===== config.mk =====
export PLATFORM = sky130hd
export DESIGN_NAME = dns_response_parser_top
export DESIGN_NICKNAME = d
export VERILOG_FILES = /design/src/dns_rp_pkg.sv /design/src/dns_response_parser_top.sv
export SDC_FILE = /design/constraint.sdc
export NUM_CORES = 1
export LEC_CHECK = 0
export BUFFER_PORTS_ARGS = -buffer_cell sky130_fd_sc_hd__buf_2
export CAP_MARGIN = 10
export CORE_MARGIN = 2
export CORE_UTILIZATION = 35
export CTS_BUF_LIST = sky130_fd_sc_hd__clkbuf_8
export CTS_CLUSTER_DIAMETER = 100
export DETAILED_ROUTE_END_ITERATION = 12
export PLACE_DENSITY = 0.64
export SLEW_MARGIN = 20
export SYNTH_ARGS = -nofsm -noshare
export SYNTH_HDL_FRONTEND = slang
export SYNTH_SLANG_ARGS = --single-unit

===== constraint.sdc =====
create_clock -name clk_i -period 18.3 [get_ports clk_i]
set_input_delay 3.66 -clock clk_i [delete_from_list [all_inputs] [get_ports clk_i]]
set_output_delay 3.66 -clock clk_i [all_outputs]
set_load 0.02 [all_outputs]

===== src/dns_rp_pkg.sv =====
// Shared widths and codes of the DNS response parser.
package dns_rp_pkg;

  localparam int unsigned DataW   = 8;
  localparam int unsigned TdataW  = 248;
  localparam int unsigned PtrW    = 14;

  localparam logic [1:0] StatusParse = 2'd0;
  localparam logic [1:0] StatusDone  = 2'd1;
  localparam logic [1:0] StatusError = 2'd2;

  localparam logic [1:0] KindIpv4  = 2'd0;
  localparam logic [1:0] KindIpv6  = 2'd1;
  localparam logic [1:0] KindCname = 2'd2;

  localparam logic [15:0] TypeA     = 16'd1;
  localparam logic [15:0] TypeCname = 16'd5;
  localparam logic [15:0] TypeAaaa  = 16'd28;

endpackage


===== src/dns_response_parser_top.sv =====
// DNS response parser: byte stream in, one result item per byte out.
// Each accepted byte's result item is registered and appears on the master side in the following cycle.
// Throughput: one byte per cycle while the master side does not stall; each byte is a single parse-state update
// between the parse registers and the result register.
// Reset: parse state returns to the header id phase with all fields zero and
// the result register empties; a byte with message start set restarts the parse.
module dns_response_parser_top (
  input  logic         clk_i,
  input  logic         rst_ni,
  input  logic         s_axis_tvalid,
  output logic         s_axis_tready,
  input  logic [7:0]   s_axis_tdata,   // data_byte[7:0]
  input  logic         s_axis_tuser,   // message_start[0]
  output logic         m_axis_tvalid,
  input  logic         m_axis_tready,
  // status[1:0], record_valid[2], record_ttl[34:3], record_class[50:35],
  // address_high[114:51], address_low[178:115], record_number[194:179],
  // name_offset[208:195], message_id[224:209], message_flags[240:225], zero pad
  output logic [247:0] m_axis_tdata,
  output logic [1:0]   m_axis_tuser    // record_kind[1:0]
);

  localparam logic [4:0] PhId     = 5'd0;
  localparam logic [4:0] PhFlags  = 5'd1;
  localparam logic [4:0] PhQdcnt  = 5'd2;
  localparam logic [4:0] PhAncnt  = 5'd3;
  localparam logic [4:0] PhNscnt  = 5'd4;
  localparam logic [4:0] PhArcnt  = 5'd5;
  localparam logic [4:0] PhQlen   = 5'd6;
  localparam logic [4:0] PhQlabel = 5'd7;
  localparam logic [4:0] PhQtype  = 5'd8;
  localparam logic [4:0] PhQclass = 5'd9;
  localparam logic [4:0] PhAlen   = 5'd10;
  localparam logic [4:0] PhAlabel = 5'd11;
  localparam logic [4:0] PhAptr   = 5'd12;
  localparam logic [4:0] PhAtype  = 5'd13;
  localparam logic [4:0] PhAclass = 5'd14;
  localparam logic [4:0] PhAttl   = 5'd15;
  localparam logic [4:0] PhRdlen  = 5'd16;
  localparam logic [4:0] PhV4     = 5'd17;
  localparam logic [4:0] PhV6     = 5'd18;
  localparam logic [4:0] PhClen   = 5'd19;
  localparam logic [4:0] PhClabel = 5'd20;
  localparam logic [4:0] PhCptr   = 5'd21;
  localparam logic [4:0] PhDone   = 5'd22;
  localparam logic [4:0] PhError  = 5'd23;

  logic [4:0]   phase_q, phase_d, phase_c;
  logic [7:0]   bpos_q, bpos_d, bpos_c;
  logic [7:0]   flen_q, flen_d, flen_c;
  logic [15:0]  total_q, total_d, total_c;
  logic [15:0]  apos_q, apos_d, apos_c;
  logic [15:0]  id_q, id_d, id_c;
  logic [15:0]  flags_q, flags_d, flags_c;
  logic [15:0]  atype_q, atype_d, atype_c;
  logic [15:0]  aclass_q, aclass_d, aclass_c;
  logic [31:0]  ttl_q, ttl_d, ttl_c;
  logic [dns_rp_pkg::PtrW-1:0] ptr_q, ptr_d, ptr_c;
  logic [127:0] acc_q, acc_d, acc_c;

  logic [7:0]   c;
  logic         start;
  logic         fin;
  logic [1:0]   fin_kind;
  logic [15:0]  apos_inc;

  logic [1:0]   status;
  logic         rec_valid;
  logic [1:0]   rec_kind;
  logic [31:0]  rec_ttl;
  logic [15:0]  rec_class;
  logic [63:0]  addr_high;
  logic [63:0]  addr_low;
  logic [15:0]  rec_number;
  logic [dns_rp_pkg::PtrW-1:0] rec_offset;

  logic                            out_valid_q;
  logic [dns_rp_pkg::TdataW-1:0]   out_data_q;
  logic [1:0]                      out_user_q;
  logic                            in_acc;

  assign c     = s_axis_tdata;
  assign start = s_axis_tuser;

  assign phase_c  = start ? PhId : phase_q;
  assign bpos_c   = start ? 8'd0 : bpos_q;
  assign flen_c   = start ? 8'd2 : flen_q;
  assign total_c  = start ? 16'd0 : total_q;
  assign apos_c   = start ? 16'd0 : apos_q;
  assign id_c     = start ? 16'd0 : id_q;
  assign flags_c  = start ? 16'd0 : flags_q;
  assign atype_c  = start ? 16'd0 : atype_q;
  assign aclass_c = start ? 16'd0 : aclass_q;
  assign ttl_c    = start ? 32'd0 : ttl_q;
  assign ptr_c    = start ? '0 : ptr_q;
  assign acc_c    = start ? 128'd0 : acc_q;

  always_comb begin
    phase_d  = phase_c;
    bpos_d   = bpos_c;
    flen_d   = flen_c;
    total_d  = total_c;
    apos_d   = apos_c;
    id_d     = id_c;
    flags_d  = flags_c;
    atype_d  = atype_c;
    aclass_d = aclass_c;
    ttl_d    = ttl_c;
    ptr_d    = ptr_c;
    acc_d    = acc_c;
    fin      = 1'b0;
    fin_kind = dns_rp_pkg::KindIpv4;

    unique case (phase_c) inside
      PhId: begin
        if (bpos_c == 8'd0) begin
          id_d = {c, 8'h00}; bpos_d = 8'd1;
        end else begin
          id_d = {id_c[15:8], c}; phase_d = PhFlags; bpos_d = 8'd0; flen_d = 8'd2;
        end
      end
      PhFlags: begin
        if (bpos_c == 8'd0) begin
          flags_d = {c, 8'h00}; bpos_d = 8'd1;
        end else begin
          flags_d = {flags_c[15:8], c}; phase_d = PhQdcnt; bpos_d = 8'd0; flen_d = 8'd2;
        end
      end
      PhAncnt: begin
        if (bpos_c == 8'd0) begin
          total_d = {c, 8'h00}; bpos_d = 8'd1;
        end else begin
          total_d = {total_c[15:8], c}; phase_d = PhNscnt; bpos_d = 8'd0; flen_d = 8'd2;
        end
      end
      PhQdcnt, PhNscnt, PhArcnt, PhQtype: begin
        if (bpos_c == 8'd0) begin
          bpos_d = 8'd1;
        end else begin
          bpos_d = 8'd0;
          flen_d = 8'd2;
          if (phase_c == PhQdcnt) phase_d = PhAncnt;
          else if (phase_c == PhNscnt) phase_d = PhArcnt;
          else if (phase_c == PhArcnt) begin
            phase_d = PhQlen; flen_d = 8'd1;
          end else phase_d = PhQclass;
        end
      end
      PhQclass: begin
        if (bpos_c == 8'd0) begin
          bpos_d = 8'd1;
        end else begin
          apos_d = 16'd0;
          bpos_d = 8'd0;
          if (total_c == 16'd0) begin
            phase_d = PhDone; flen_d = 8'd0;
          end else begin
            phase_d = PhAlen; flen_d = 8'd1; ptr_d = '0;
          end
        end
      end
      PhQlen: begin
        bpos_d = 8'd0;
        if (c == 8'd0) begin
          phase_d = PhQtype; flen_d = 8'd2;
        end else begin
          phase_d = PhQlabel; flen_d = c;
        end
      end
      PhQlabel, PhAlabel, PhClabel: begin
        if (bpos_c >= flen_c) begin
          phase_d = PhError; bpos_d = 8'd0; flen_d = 8'd0;
        end else begin
          bpos_d = bpos_c + 8'd1;
          if (bpos_d == flen_c) begin
            bpos_d = 8'd0;
            flen_d = 8'd1;
            if (phase_c == PhQlabel) phase_d = PhQlen;
            else if (phase_c == PhAlabel) phase_d = PhAlen;
            else phase_d = PhClen;
          end
        end
      end
      PhAlen: begin
        bpos_d = 8'd0;
        if (c == 8'd0) begin
          phase_d = PhAtype; flen_d = 8'd2;
        end else if (c[7:6] == 2'b11) begin
          ptr_d = {c[5:0], 8'h00}; phase_d = PhAptr; flen_d = 8'd2; bpos_d = 8'd1;
        end else begin
          phase_d = PhAlabel; flen_d = c;
        end
      end
      PhAptr: begin
        ptr_d = {ptr_c[13:8], c}; phase_d = PhAtype; bpos_d = 8'd0; flen_d = 8'd2;
      end
      PhAtype: begin
        if (bpos_c == 8'd0) begin
          atype_d = {c, 8'h00}; bpos_d = 8'd1;
        end else begin
          atype_d = {atype_c[15:8], c}; phase_d = PhAclass; bpos_d = 8'd0; flen_d = 8'd2;
        end
      end
      PhAclass: begin
        if (bpos_c == 8'd0) begin
          aclass_d = {c, 8'h00}; bpos_d = 8'd1;
        end else begin
          aclass_d = {aclass_c[15:8], c}; phase_d = PhAttl; bpos_d = 8'd0; flen_d = 8'd4;
        end
      end
      PhAttl: begin
        if (bpos_c == 8'd0) ttl_d = {24'd0, c};
        else ttl_d = {ttl_c[23:0], c};
        bpos_d = bpos_c + 8'd1;
        if (bpos_d >= 8'd4) begin
          phase_d = PhRdlen; bpos_d = 8'd0; flen_d = 8'd2;
        end
      end
      PhRdlen: begin
        if (bpos_c == 8'd0) begin
          bpos_d = 8'd1;
        end else begin
          acc_d  = 128'd0;
          bpos_d = 8'd0;
          if (atype_c == dns_rp_pkg::TypeA) begin
            phase_d = PhV4; flen_d = 8'd4;
          end else if (atype_c == dns_rp_pkg::TypeAaaa) begin
            phase_d = PhV6; flen_d = 8'd16;
          end else if (atype_c == dns_rp_pkg::TypeCname) begin
            phase_d = PhClen; flen_d = 8'd1;
          end else begin
            phase_d = PhError; flen_d = 8'd0;
          end
        end
      end
      PhV4, PhV6: begin
        acc_d  = {acc_c[119:0], c};
        bpos_d = bpos_c + 8'd1;
        if (bpos_d >= flen_c) begin
          fin      = 1'b1;
          fin_kind = (phase_c == PhV4) ? dns_rp_pkg::KindIpv4 : dns_rp_pkg::KindIpv6;
        end
      end
      PhClen: begin
        bpos_d = 8'd0;
        if (c == 8'd0) begin
          fin = 1'b1; fin_kind = dns_rp_pkg::KindCname;
        end else if (c[7:6] == 2'b11) begin
          phase_d = PhCptr; flen_d = 8'd2; bpos_d = 8'd1;
        end else begin
          phase_d = PhClabel; flen_d = c;
        end
      end
      PhCptr: begin
        fin = 1'b1; fin_kind = dns_rp_pkg::KindCname;
      end
      PhDone, PhError: begin
      end
      default: begin
        phase_d = PhError; bpos_d = 8'd0; flen_d = 8'd0;
      end
    endcase

    apos_inc   = apos_c + 16'd1;
    rec_valid  = fin;
    rec_kind   = 2'd0;
    rec_ttl    = 32'd0;
    rec_class  = 16'd0;
    addr_high  = 64'd0;
    addr_low   = 64'd0;
    rec_number = 16'd0;
    rec_offset = '0;
    if (fin) begin
      rec_kind   = fin_kind;
      rec_ttl    = ttl_c;
      rec_class  = aclass_c;
      rec_number = apos_c;
      rec_offset = ptr_c;
      if (fin_kind != dns_rp_pkg::KindCname) begin
        addr_high = acc_d[127:64];
        addr_low  = acc_d[63:0];
      end
      apos_d = apos_inc;
      bpos_d = 8'd0;
      if (apos_inc == total_c) begin
        phase_d = PhDone; flen_d = 8'd0;
      end else begin
        phase_d = PhAlen; flen_d = 8'd1; ptr_d = '0;
      end
    end

    if (phase_d == PhDone) status = dns_rp_pkg::StatusDone;
    else if (phase_d == PhError) status = dns_rp_pkg::StatusError;
    else status = dns_rp_pkg::StatusParse;
  end

  assign s_axis_tready = !out_valid_q || m_axis_tready;
  assign in_acc        = s_axis_tvalid && s_axis_tready;

  always_ff @(posedge clk_i or negedge rst_ni) begin
    if (!rst_ni) begin
      phase_q     <= PhId;
      bpos_q      <= 8'd0;
      flen_q      <= 8'd2;
      total_q     <= 16'd0;
      apos_q      <= 16'd0;
      id_q        <= 16'd0;
      flags_q     <= 16'd0;
      atype_q     <= 16'd0;
      aclass_q    <= 16'd0;
      ttl_q       <= 32'd0;
      ptr_q       <= '0;
      acc_q       <= 128'd0;
      out_valid_q <= 1'b0;
    end else begin
      if (in_acc) begin
        phase_q     <= phase_d;
        bpos_q      <= bpos_d;
        flen_q      <= flen_d;
        total_q     <= total_d;
        apos_q      <= apos_d;
        id_q        <= id_d;
        flags_q     <= flags_d;
        atype_q     <= atype_d;
        aclass_q    <= aclass_d;
        ttl_q       <= ttl_d;
        ptr_q       <= ptr_d;
        acc_q       <= acc_d;
        out_valid_q <= 1'b1;
      end else if (m_axis_tready) begin
        out_valid_q <= 1'b0;
      end
    end
  end

  always_ff @(posedge clk_i) begin
    if (in_acc) begin
      out_data_q <= {7'd0, flags_d, id_d, rec_offset, rec_number, addr_low, addr_high,
                     rec_class, rec_ttl, rec_valid, status};
      out_user_q <= rec_kind;
    end
  end

  assign m_axis_tvalid = out_valid_q;
  assign m_axis_tdata  = out_data_q;
  assign m_axis_tuser  = out_user_q;

endmodule


==> impl_metrics.csv, run 1 <==
group,metric,value,unit
logic_synthesis,synth_top_area_share,0.3087,
pwr,power.share.switching,0.2844,
clock_network,cts-htree-levels,3,
global_route,grt_overflow_total,0,
logic_synthesis,yosysTopAreaCell,"edfxtp_1",
routing,vias,17724,
critical_path,crit_chain,"buf_2 > nand2b_1 > buf_2",
critical_path,cp_data_arrival_time,4110,ps
status,status,"complete, no violations",
sta,min_period,7772,ps
sta,tns,0,ps
critical_path,max_stage_delay,180,ps
pwr,pwr-share-seq,0.488,
pwr,p_leak,11.28,nW
logic_synthesis,synthTopCellsByArea,"edfxtp_1 (31%), dfrtp_1 (31%), a22o_1 (6.5%)",
routing,drc_errors,0,
routing,avgViaCountPerCell,5.547,
clock_network,clkTransAtPathRegs,60,ps
global_route,antenna_found_initial,1,
floorplan,boundaryPins,265,
placed_design,routabilityCongestion,0.8912,
critical_path,worst-path-buf-inv,2,
floorplan,core_area,67040,um2
placed_design,dp_hpwl,43070,um
run,cap_violations,0,
clock_network,cts_tree,"done",
sta,maxSlewViolCount,0,
sta,fin_crit_sh,0.4247,
floorplan,die_x,263.9,um
clock_network,clockBufferDepth,3,
sta,tightestPinTransition,1075,ps
logic_synthesis,yosysSeqAreaShare,0.6179,
layout,fin_area,27440,um2
pwr,p_per_area,102.1,nW/um2
pwr,peakVddDrop,0.00007320,V
logic_synthesis,yosys.cell_types.count,87,
layout,drive_gt1_frac,0.2029,
clock_network,cts_resized,0,
pwr,internal_power,0.002004,W
placed_design,io_buffers,257,
floorplan,fp.dieH,263.9,um
sta,relSlewSlack,0.2833,
logic_synthesis,syn_area,23640,um2
critical_path,crit_slowest_cell,"nand2b_1",
routing,wire_per_inst,21.11,um
critical_path,critical_path.max_fanout,3,
critical_path,ff2ff_setup_slack,13580,ps
logic_synthesis,syn_area_per_cell,11.67,um2
routing,ant_nets,0,
critical_path,cpMostUsedCell,"buf_2",
critical_path,criticalPathCategory,"primary input to output port",
sta,fmax,0.1287,GHz
clock_network,clock_latency,690,ps
critical_path,r2r-start,"phase_q[2]",
pwr,combinationalPowerShare,0.134,
global_route,grt_pass1_vias,17207,
critical_path,cp_data_required_time,14640,ps
logic_synthesis,synth-seq-cells,535,
sta,rsz0062_at_grt,"no",
critical_path,rr_worst_depth,9,
floorplan,fp.dieArea,69630,um2
floorplan,start_util,0.3526,
logic_synthesis,synth.most_common_cell,"dfrtp_1",
global_route,grt_pass1_wl,103800,um
sta,setup_viol,0,
min_path,hp-start,"id_q[6]",
critical_path,r2r-end,"ptr_q[5]",
sta,worst_slack,10530,ps
placed_design,post-place-ws,10240,ps
clock_network,ctsHoldBuffers,0,
logic_synthesis,synth_commonest_cells,"dfrtp_1 (291), edfxtp_1 (243), nand2_1 (184)",
clock_network,cts_made_buffers,90,
logic_synthesis,syn_inst,2026,
logic_synthesis,async_reset_ff_frac,0.5458,
routing,wirelength,67460,um
layout,area_growth,16.07,%
placed_design,post_dp_cell_area,25620,um2
pwr,switchingPower,0.0007965,W
critical_path,cp-end-kind,"output port",
min_path,hp-class,"register to register",
logic_synthesis,synth-main-ff-cell,"dfrtp_1",
layout,fin_util,0.4092,
global_route,grt_max_degree,105,
pwr,clkPwrFrac,0.378,
critical_path,cp-start-kind,"primary input",
min_path,holdPathEnd,"id_q[6]",
sta,fin_worst_skew,28.08,ps
clock_network,clockRootBuffer,"clkbuf_8",
min_path,min_delay_path_depth,2,
logic_synthesis,yosys_warnings,0,
routing,dr.first_iter.drc_count,1845,
routing,dr.pass1.iters,6,
layout,final_net_count,2275,
critical_path,cp.depth,3,
global_route,track_usage,0.1896,
clock_network,cts_setup_buffers,0,
critical_path,crit_family,"buffers and inverters",
floorplan,row_count,95,
logic_synthesis,synth_edf_count,243,
clock_network,cts.sink_count,535,
sta,hold_violations,0,
==> cells in the final DEF, fill, tap and decap left out, types with 20 or more instances in the layout <==
master / instances
o21ai_0: 123
mux2_2: 25
a21oi_1: 47
clkbuf_8: 106
inv_1: 56
nand2_1: 183
a22oi_1: 159
nor3_1: 20
edfxtp_1: 243
a22o_1: 175
xnor2_1: 22
buf_4: 24
nand3_1: 41
dfrtp_1: 291
nor2b_1: 21
buf_2: 256
nor2_1: 178
and2_1: 78
==> through the flow <==
stage	hold WS (ps)	total power, W	cells
2_1_floorplan	446.6	0.001634	2032
3_3_place_gp	459.5	0.001752	3027
3_5_place_dp	464.9	0.001759	3027
4_1_cts	481.3	0.002825	3194
5_1_grt	496.9	0.002920	3195
6_report	476.9	0.002801	3195
==> metal layers <==
layer  global-route usage  up-vias  part of all wire
met3              0.04484      122             0.074
met2               0.2899      716              0.46
li1                     -     8008                 -
met1               0.2679     8878              0.44
met5                    0        -                 0
met4              0.05651        0             0.023
==> worst max-delay path by stage <==
stage                  startpoint  slack (ps)              end
floorplan           m_axis_tready        6090  m_axis_tdata[0]
global placement     s_axis_tuser       10210  m_axis_tdata[1]
detailed placement   s_axis_tuser       10240         ptr_q[7]
CTS                 m_axis_tready       10530    s_axis_tready
global route        m_axis_tready       10510    s_axis_tready
finish              m_axis_tready       10530    s_axis_tready
==> power by group through the flow <==
stage	clock network (W)	registers, W	logic, W
floorplan	0	0.00141	0.000220
global placement	0	0.00139	0.000366
detailed placement	0	0.00139	0.000370
CTS	0.00109	0.00137	0.000372
global route	0.00114	0.00137	0.000407
finish	0.00106	0.00137	0.000376
==> kinds of logic after synthesis <==
family | count (synthesis) | share of synthesized area
flops | 535 | 0.6179
fa+ha+maj | 16 | 0.008469
buf+inv | 183 | 0.03224
simple gates | 610 | 0.1238
mux | 28 | 0.01318
other cells | 1 | 0.0001586
xor+xnor | 30 | 0.01112
compound gates | 623 | 0.1932
==> worst reg2reg max path: cells and delay by family (launching register included) <==
| kind | cells | cell delay (ps) |
|---|---|---|
| AOI/OAI and AO/OA | 5 | 1600 |
| buffers and inverters | 2 | 1290 |
| and+or+nand+nor | 2 | 1050 |
| DFF | 1 | 630 |
==> flip-flops by register name (all words and copies together) (netlist names) <==
signal and cells:
acc_q 128, aclass_q 16, apos_q 16, atype_q 16, bpos_q 8, flags_q 16, flen_q 8, id_q 16
m_axis_tdata 241, m_axis_tuser 2, m_axis_tvalid 1, phase_q 5, ptr_q 14, total_q 16, ttl_q 32
==> final cells by class <==
type	count	area (um2)
Multi-Input combinational cell	1314	8344
Timing Repair Buffer	282	1488
Antenna cell	1	2.502
Clock buffer	106	1459
Tap cell	873	1092
Clock inverter	61	350.3
Sequential cell	535	14610
Inverter	23	93.84
Fill cell	6420	39600
(Power assumes the default switching activity.)
==> run 2: changes to the inputs <==
clock period = 8.1 ns   (was 18.3 ns; I/O delays follow)
==> run 2 against run 1 <==
Against the previous run:
- clock power rose by 120%
- worst hold slack got worse by 2.4 ps
- total power rose by 120%
- sequential share of layout area barely moved
- wire length rose by 2.7%
- critical path depth rose by 12
==> impl_metrics.csv, run 2 (same netlist as run 1, synthesis figures left out) <==
group,metric,value,unit
critical_path,crit_chain,"buf_2 > and2b_1 > inv_2 > nor3_1 > nand2b_1 > nand2_1 > ha_1 > a211oi_1 > o221ai_1 > nand3_1 > o22a_4 > nand3_2 > o21ai_2 > o21ai_0 > o41ai_1",
global_route,grt_use_met1,0.2798,
floorplan,boundaryPins,265,
global_route,track_usage,0.1961,
routing,dr.pass1.iters,7,
placed_design,post-place-ws,2076,ps
floorplan,row_count,95,
routing,wire_per_inst,21.65,um
status,status,"complete, no violations",
global_route,grt_pass1_wl,106800,um
clock_network,cts_resized,0,
sta,rsz0062_at_grt,"no",
clock_network,cts.sink_count,535,
global_route,grt_max_degree,157,
sta,hold_violations,0,
layout,area_growth,16.11,%
floorplan,fp.dieH,263.9,um
clock_network,clkTransAtPathRegs,60,ps
critical_path,cp_data_arrival_time,5790,ps
global_route,grt_use_met2,0.2960,
global_route,met3_usage,0.04260,
routing,avgViaCountPerCell,5.535,
sta,tightestPinTransition,1130,ps
critical_path,critical_path.max_fanout,76,
layout,final_net_count,2281,
routing,ant_nets,0,
sta,worst_hold_slack,474.6,ps
critical_path,cp-end-kind,"register",
layout,largest_reg_flops,241,
sta,fmax,0.1910,GHz
critical_path,criticalPathCategory,"primary input to register",
routing,dr.first_iter.drc_count,1697,
global_route,grt_overflow_total,0,
sta,min_period,5235,ps
sta,setup_viol,0,
sta,fin_worst_skew,37.99,ps
critical_path,cp_data_required_time,8650,ps
clock_network,cts_tree,"done",
sta,maxSlewViolCount,0,
pwr,p_leak,11.29,nW
floorplan,core_area,67040,um2
floorplan,die_x,263.9,um
layout,fin_util,0.4094,
global_route,antenna_found_initial,1,
layout,layout_common_cells,"dfrtp_1 (291), buf_2 (256), edfxtp_1 (243)",
critical_path,crit_family,"compound AO/OA/AOI/OAI gates",
routing,wirelength,69310,um
global_route,grt_pass1_vias,17544,
placed_design,routabilityCongestion,0.9146,
clock_network,cts_setup_buffers,0,
clock_network,clockRootBuffer,"clkbuf_8",
run,cap_violations,0,
critical_path,worst-path-buf-inv,2,
layout,layout_commonest_cell,"dfrtp_1",
floorplan,fp.dieArea,69630,um2
sta,fin_crit_sh,0.6463,
clock_network,cts-htree-levels,3,
clock_network,clock_latency,700,ps
clock_network,cts_made_buffers,90,
clock_network,ctsHoldBuffers,0,
routing,drc_errors,0,
critical_path,crit_slowest_cell,"o22a_4",
critical_path,max_stage_delay,760,ps
pwr,p_per_area,228.7,nW/um2
floorplan,start_util,0.3526,
min_path,hp-class,"register to register",
critical_path,cp-start-kind,"primary input",
clock_network,clockBufferDepth,3,
placed_design,io_buffers,257,
pwr,peakVddDrop,0.0001409,V
placed_design,dp_hpwl,44380,um
global_route,grt_busiest_layer,"met2",
routing,vias,17716,
layout,drive_gt1_frac,0.2003,
sta,tns,0,ps
sta,worst_slack,2865,ps
sta,relSlewSlack,0.2470,
-- run 2: worst register-to-register path: stages, from the launching register on --
cell	delay, ps
dfrtp_1	400
and2b_1	200
inv_2	120
nor3_1	370
nand2b_1	180
nand2_1	80
ha_1	310
a211oi_1	280
o221ai_1	160
nand3_1	180
o22a_4	760
nand3_2	390
o21ai_2	450
o21ai_0	170
o41ai_1	90
-- run 2: layout make-up --
| cell class | instances | area (um2) |
|---|---|---|
| antenna | 1 | 2.502 |
| clock buffer | 99 | 1363 |
| clock inverter | 68 | 371.6 |
| fill | 6385 | 39590 |
| inverter | 23 | 93.84 |
| multi-input combinational | 1314 | 8339 |
| sequential | 535 | 14610 |
| tap | 873 | 1092 |
| timing repair buffer | 288 | 1578 |
-- run 2: path summary, 6_finish.rpt --
| kind | start | to | slack (ps) | cells past startpoint |
|---|---|---|---|---|
| min in group asynchronous | rst_ni | id_q[6] | 870 | 1 |
| setup reg to reg | bpos_q[0] | apos_q[12] | 3820 | 14 |
| max in group asynchronous | rst_ni | acc_q[122] | 5780 | 2 |
| hold reg to reg | id_q[2] | id_q[2] | 470 | 2 |
| setup / recovery | s_axis_tuser | apos_q[12] | 2870 | 15 |
| hold / removal | id_q[2] | id_q[2] | 470 | 2 |
-- run 2: per-stage QoR --
| step | power (W) | cell area [um2] | instances |
|---|---|---|---|
| 2_1_floorplan | 0.003679 | 23660 | 2032 |
| 3_3_place_gp | 0.003987 | 25660 | 3031 |
| 3_5_place_dp | 0.003989 | 25660 | 3031 |
| 4_1_cts | 0.006341 | 27390 | 3198 |
| 5_1_grt | 0.006546 | 27450 | 3201 |
| 6_report | 0.006277 | 27450 | 3201 |
-- run 2: power by group --
group	switching, W	total [W]	internal [W]	leakage (nW)
sequential	0.000103	0.00309	0.00299	6.46
combinational	0.000608	0.000858	0.000251	3.80
clock	0.00113	0.00233	0.00120	1.03
-- run 2: layer usage --
metal  up-vias  wire length [um]
met3        96              4978
met2       681             31450
met4         0              1545
li1       8025                 -
met1      8914             31330
met5         -                 0
==> run 3: changes to the inputs <==
clock period = 4.9 ns   (was 8.1 ns; I/O delays follow)
==> run 3 against run 2 <==
Against the previous run:
- first-iteration DRC count up 5.1%
- cell count up 0.75%
- worst setup slack worse by 1700 ps
- flip-flop and latch count unchanged
- sequential share of layout area down 0.56 points
- non-clock buffer count up 17
- total power up 69%
- clock skew up 15 ps
- die area unchanged
- combinational power up 62%
- wire length down 2.0%
==> impl_metrics.csv, run 3 (same netlist as run 1, synthesis figures left out) <==
group,metric,value,unit
status,status,"complete, no violations",
routing,dr.pass1.iters,6,
floorplan,row_count,95,
layout,fin_area,27740,um2
sta,rsz0062_at_grt,"no",
pwr,p_leak,11.43,nW
sta,worst_slack,1116,ps
sta,setup_viol,0,
routing,drc_errors,0,
sta,tightestPinTransition,1179,ps
sta,min_period,3784,ps
placed_design,routabilityCongestion,0.8969,
critical_path,cp_data_required_time,5490,ps
sta,fmax,0.2643,GHz
critical_path,crit_family,"compound AO/OA/AOI/OAI gates",
critical_path,ff2ff_setup_slack,1120,ps
global_route,grt_pass1_wl,106200,um
sta,hold_violations,0,
layout,area_growth,17.34,%
floorplan,core_area,67040,um2
min_path,hp-class,"primary input to async pin",
clock_network,clockBufferDepth,3,
layout,drive_gt1_frac,0.2099,
critical_path,cp-end-kind,"register",
clock_network,cts_setup_buffers,0,
routing,ant_nets,0,
critical_path,max_stage_delay,570,ps
routing,wirelength,67940,um
critical_path,cp-start-kind,"register",
layout,largest_reg_flops,241,
critical_path,critical_path.max_fanout,14,
global_route,grt_pass1_vias,17619,
critical_path,crit_slowest_cell,"dfrtp_1",
layout,layout_commonest_cell,"dfrtp_1",
pwr,peakVddDrop,0.0002338,V
global_route,track_usage,0.1940,
sta,tns,0,ps
floorplan,fp.dieH,263.9,um
placed_design,post-place-ws,443.5,ps
floorplan,boundaryPins,265,
layout,final_net_count,2299,
clock_network,cts.sink_count,535,
clock_network,cts_tree,"done",
floorplan,die_x,263.9,um
critical_path,crit_path_end,"apos_q[12]",
placed_design,io_buffers,257,
placed_design,dp_hpwl,43910,um
critical_path,worst-path-buf-inv,0,
pwr,p_per_area,381.7,nW/um2
routing,dr.first_iter.drc_count,1784,
critical_path,cp_data_arrival_time,4370,ps
clock_network,cts_made_buffers,91,
routing,wire_per_inst,21.07,um
sta,relSlewSlack,0.2078,
global_route,grt_overflow_total,0,
critical_path,cp.depth,13,
routing,vias,17832,
sta,fin_crit_sh,0.7721,
run,cap_violations,0,
clock_network,cts-htree-levels,3,
clock_network,clockRootBuffer,"clkbuf_8",
critical_path,crit_start,"bpos_q[2]",
pwr,power,0.01059,W
critical_path,r2r-end,"apos_q[12]",
sta,fin_worst_skew,53.07,ps
critical_path,criticalPathCategory,"register to register",
clock_network,ctsHoldBuffers,0,
critical_path,cpMostUsedCell,"nand3_1",
layout,layout_common_cells,"dfrtp_1 (291), buf_2 (256), edfxtp_1 (243)",
sta,maxSlewViolCount,0,
routing,avgViaCountPerCell,5.529,
layout,num-fill-cells,6358,
global_route,grt_max_degree,129,
critical_path,rr_worst_depth,13,
global_route,antenna_found_initial,3,
clock_network,cts_resized,0,
clock_network,clkTransAtPathRegs,60,ps
critical_path,r2r-start,"bpos_q[2]",
clock_network,clock_latency,720,ps
placed_design,post_dp_cell_area,25870,um2
floorplan,fp.dieArea,69630,um2
critical_path,crit_chain,"nand3_1 > nor3_1 > nand2b_1 > nand2_1 > ha_1 > a211oi_1 > o221ai_1 > nand3_1 > o22a_4 > nand3_2 > o21ai_2 > o21ai_0 > o41ai_1",
floorplan,start_util,0.3526,
run 3: cell types whose count changed in the layout (fill, tap and decap cells not counted), moves of 2 or more:
| cell | before | now |
|---|---|---|
| buf_4 | 27 | 41 |
| buf_12 | 2 | 7 |
| clkbuf_8 | 99 | 104 |
| clkinv_2 | 11 | 14 |
| inv_1 | 58 | 55 |
| bufinv_16 | 2 | 4 |
| clkinv_1 | 12 | 10 |
| diode_2 | 1 | 3 |
run 3: final cells by class:
| class | instances | area, um2 | share of cell area |
|---|---|---|---|
| diodes | 3 | 7.507 | 0.0002707 |
| clock buffers | 104 | 1431 | 0.05161 |
| clock inverters | 68 | 421.7 | 0.01520 |
| inverters | 23 | 93.84 | 0.003383 |
| multi-input cells | 1314 | 8339 | 0.3007 |
| flip-flops and latches | 535 | 14610 | 0.5266 |
| well taps | 873 | 1092 | 0.03938 |
| repair buffers | 305 | 1744 | 0.06289 |
run 3: where the power goes:
group / internal, W / total (W) / switching (W)
combinational: 0.000426 / 0.00139 / 0.000969
sequential: 0.00494 / 0.00514 / 0.000203
clock: 0.00217 / 0.00405 / 0.00188
run 3: per-stage QoR:
| stage | instances | hold WS [ps] | utilization |
|---|---|---|---|
| finish | 3225 | 351.4 | 0.4137 |
| global route | 3224 | 384.0 | 0.4137 |
| CTS | 3222 | 364.9 | 0.4136 |
| detailed placement | 3050 | 463.6 | 0.3860 |
| global placement | 3050 | 459.1 | 0.3860 |
| floorplan | 2032 | 446.6 | - |
run 3: worst min-delay path by stage:
stage                     slack, ps  depth (start not counted)  endpoint
after global routing            380                          1   id_q[3]
final                           350                          1   id_q[3]
after global placement          460                          2   id_q[5]
after CTS                       360                          1   id_q[3]
after floorplan                 450                          2   id_q[0]
after detailed placement        460                          2   id_q[5]
run 3: routing by layer:
metal,track usage,wire length [um]
met1,0.2787,30690
met2,0.2923,30670
met3,0.04055,4669
met4,0.06434,1904
met5,0,0
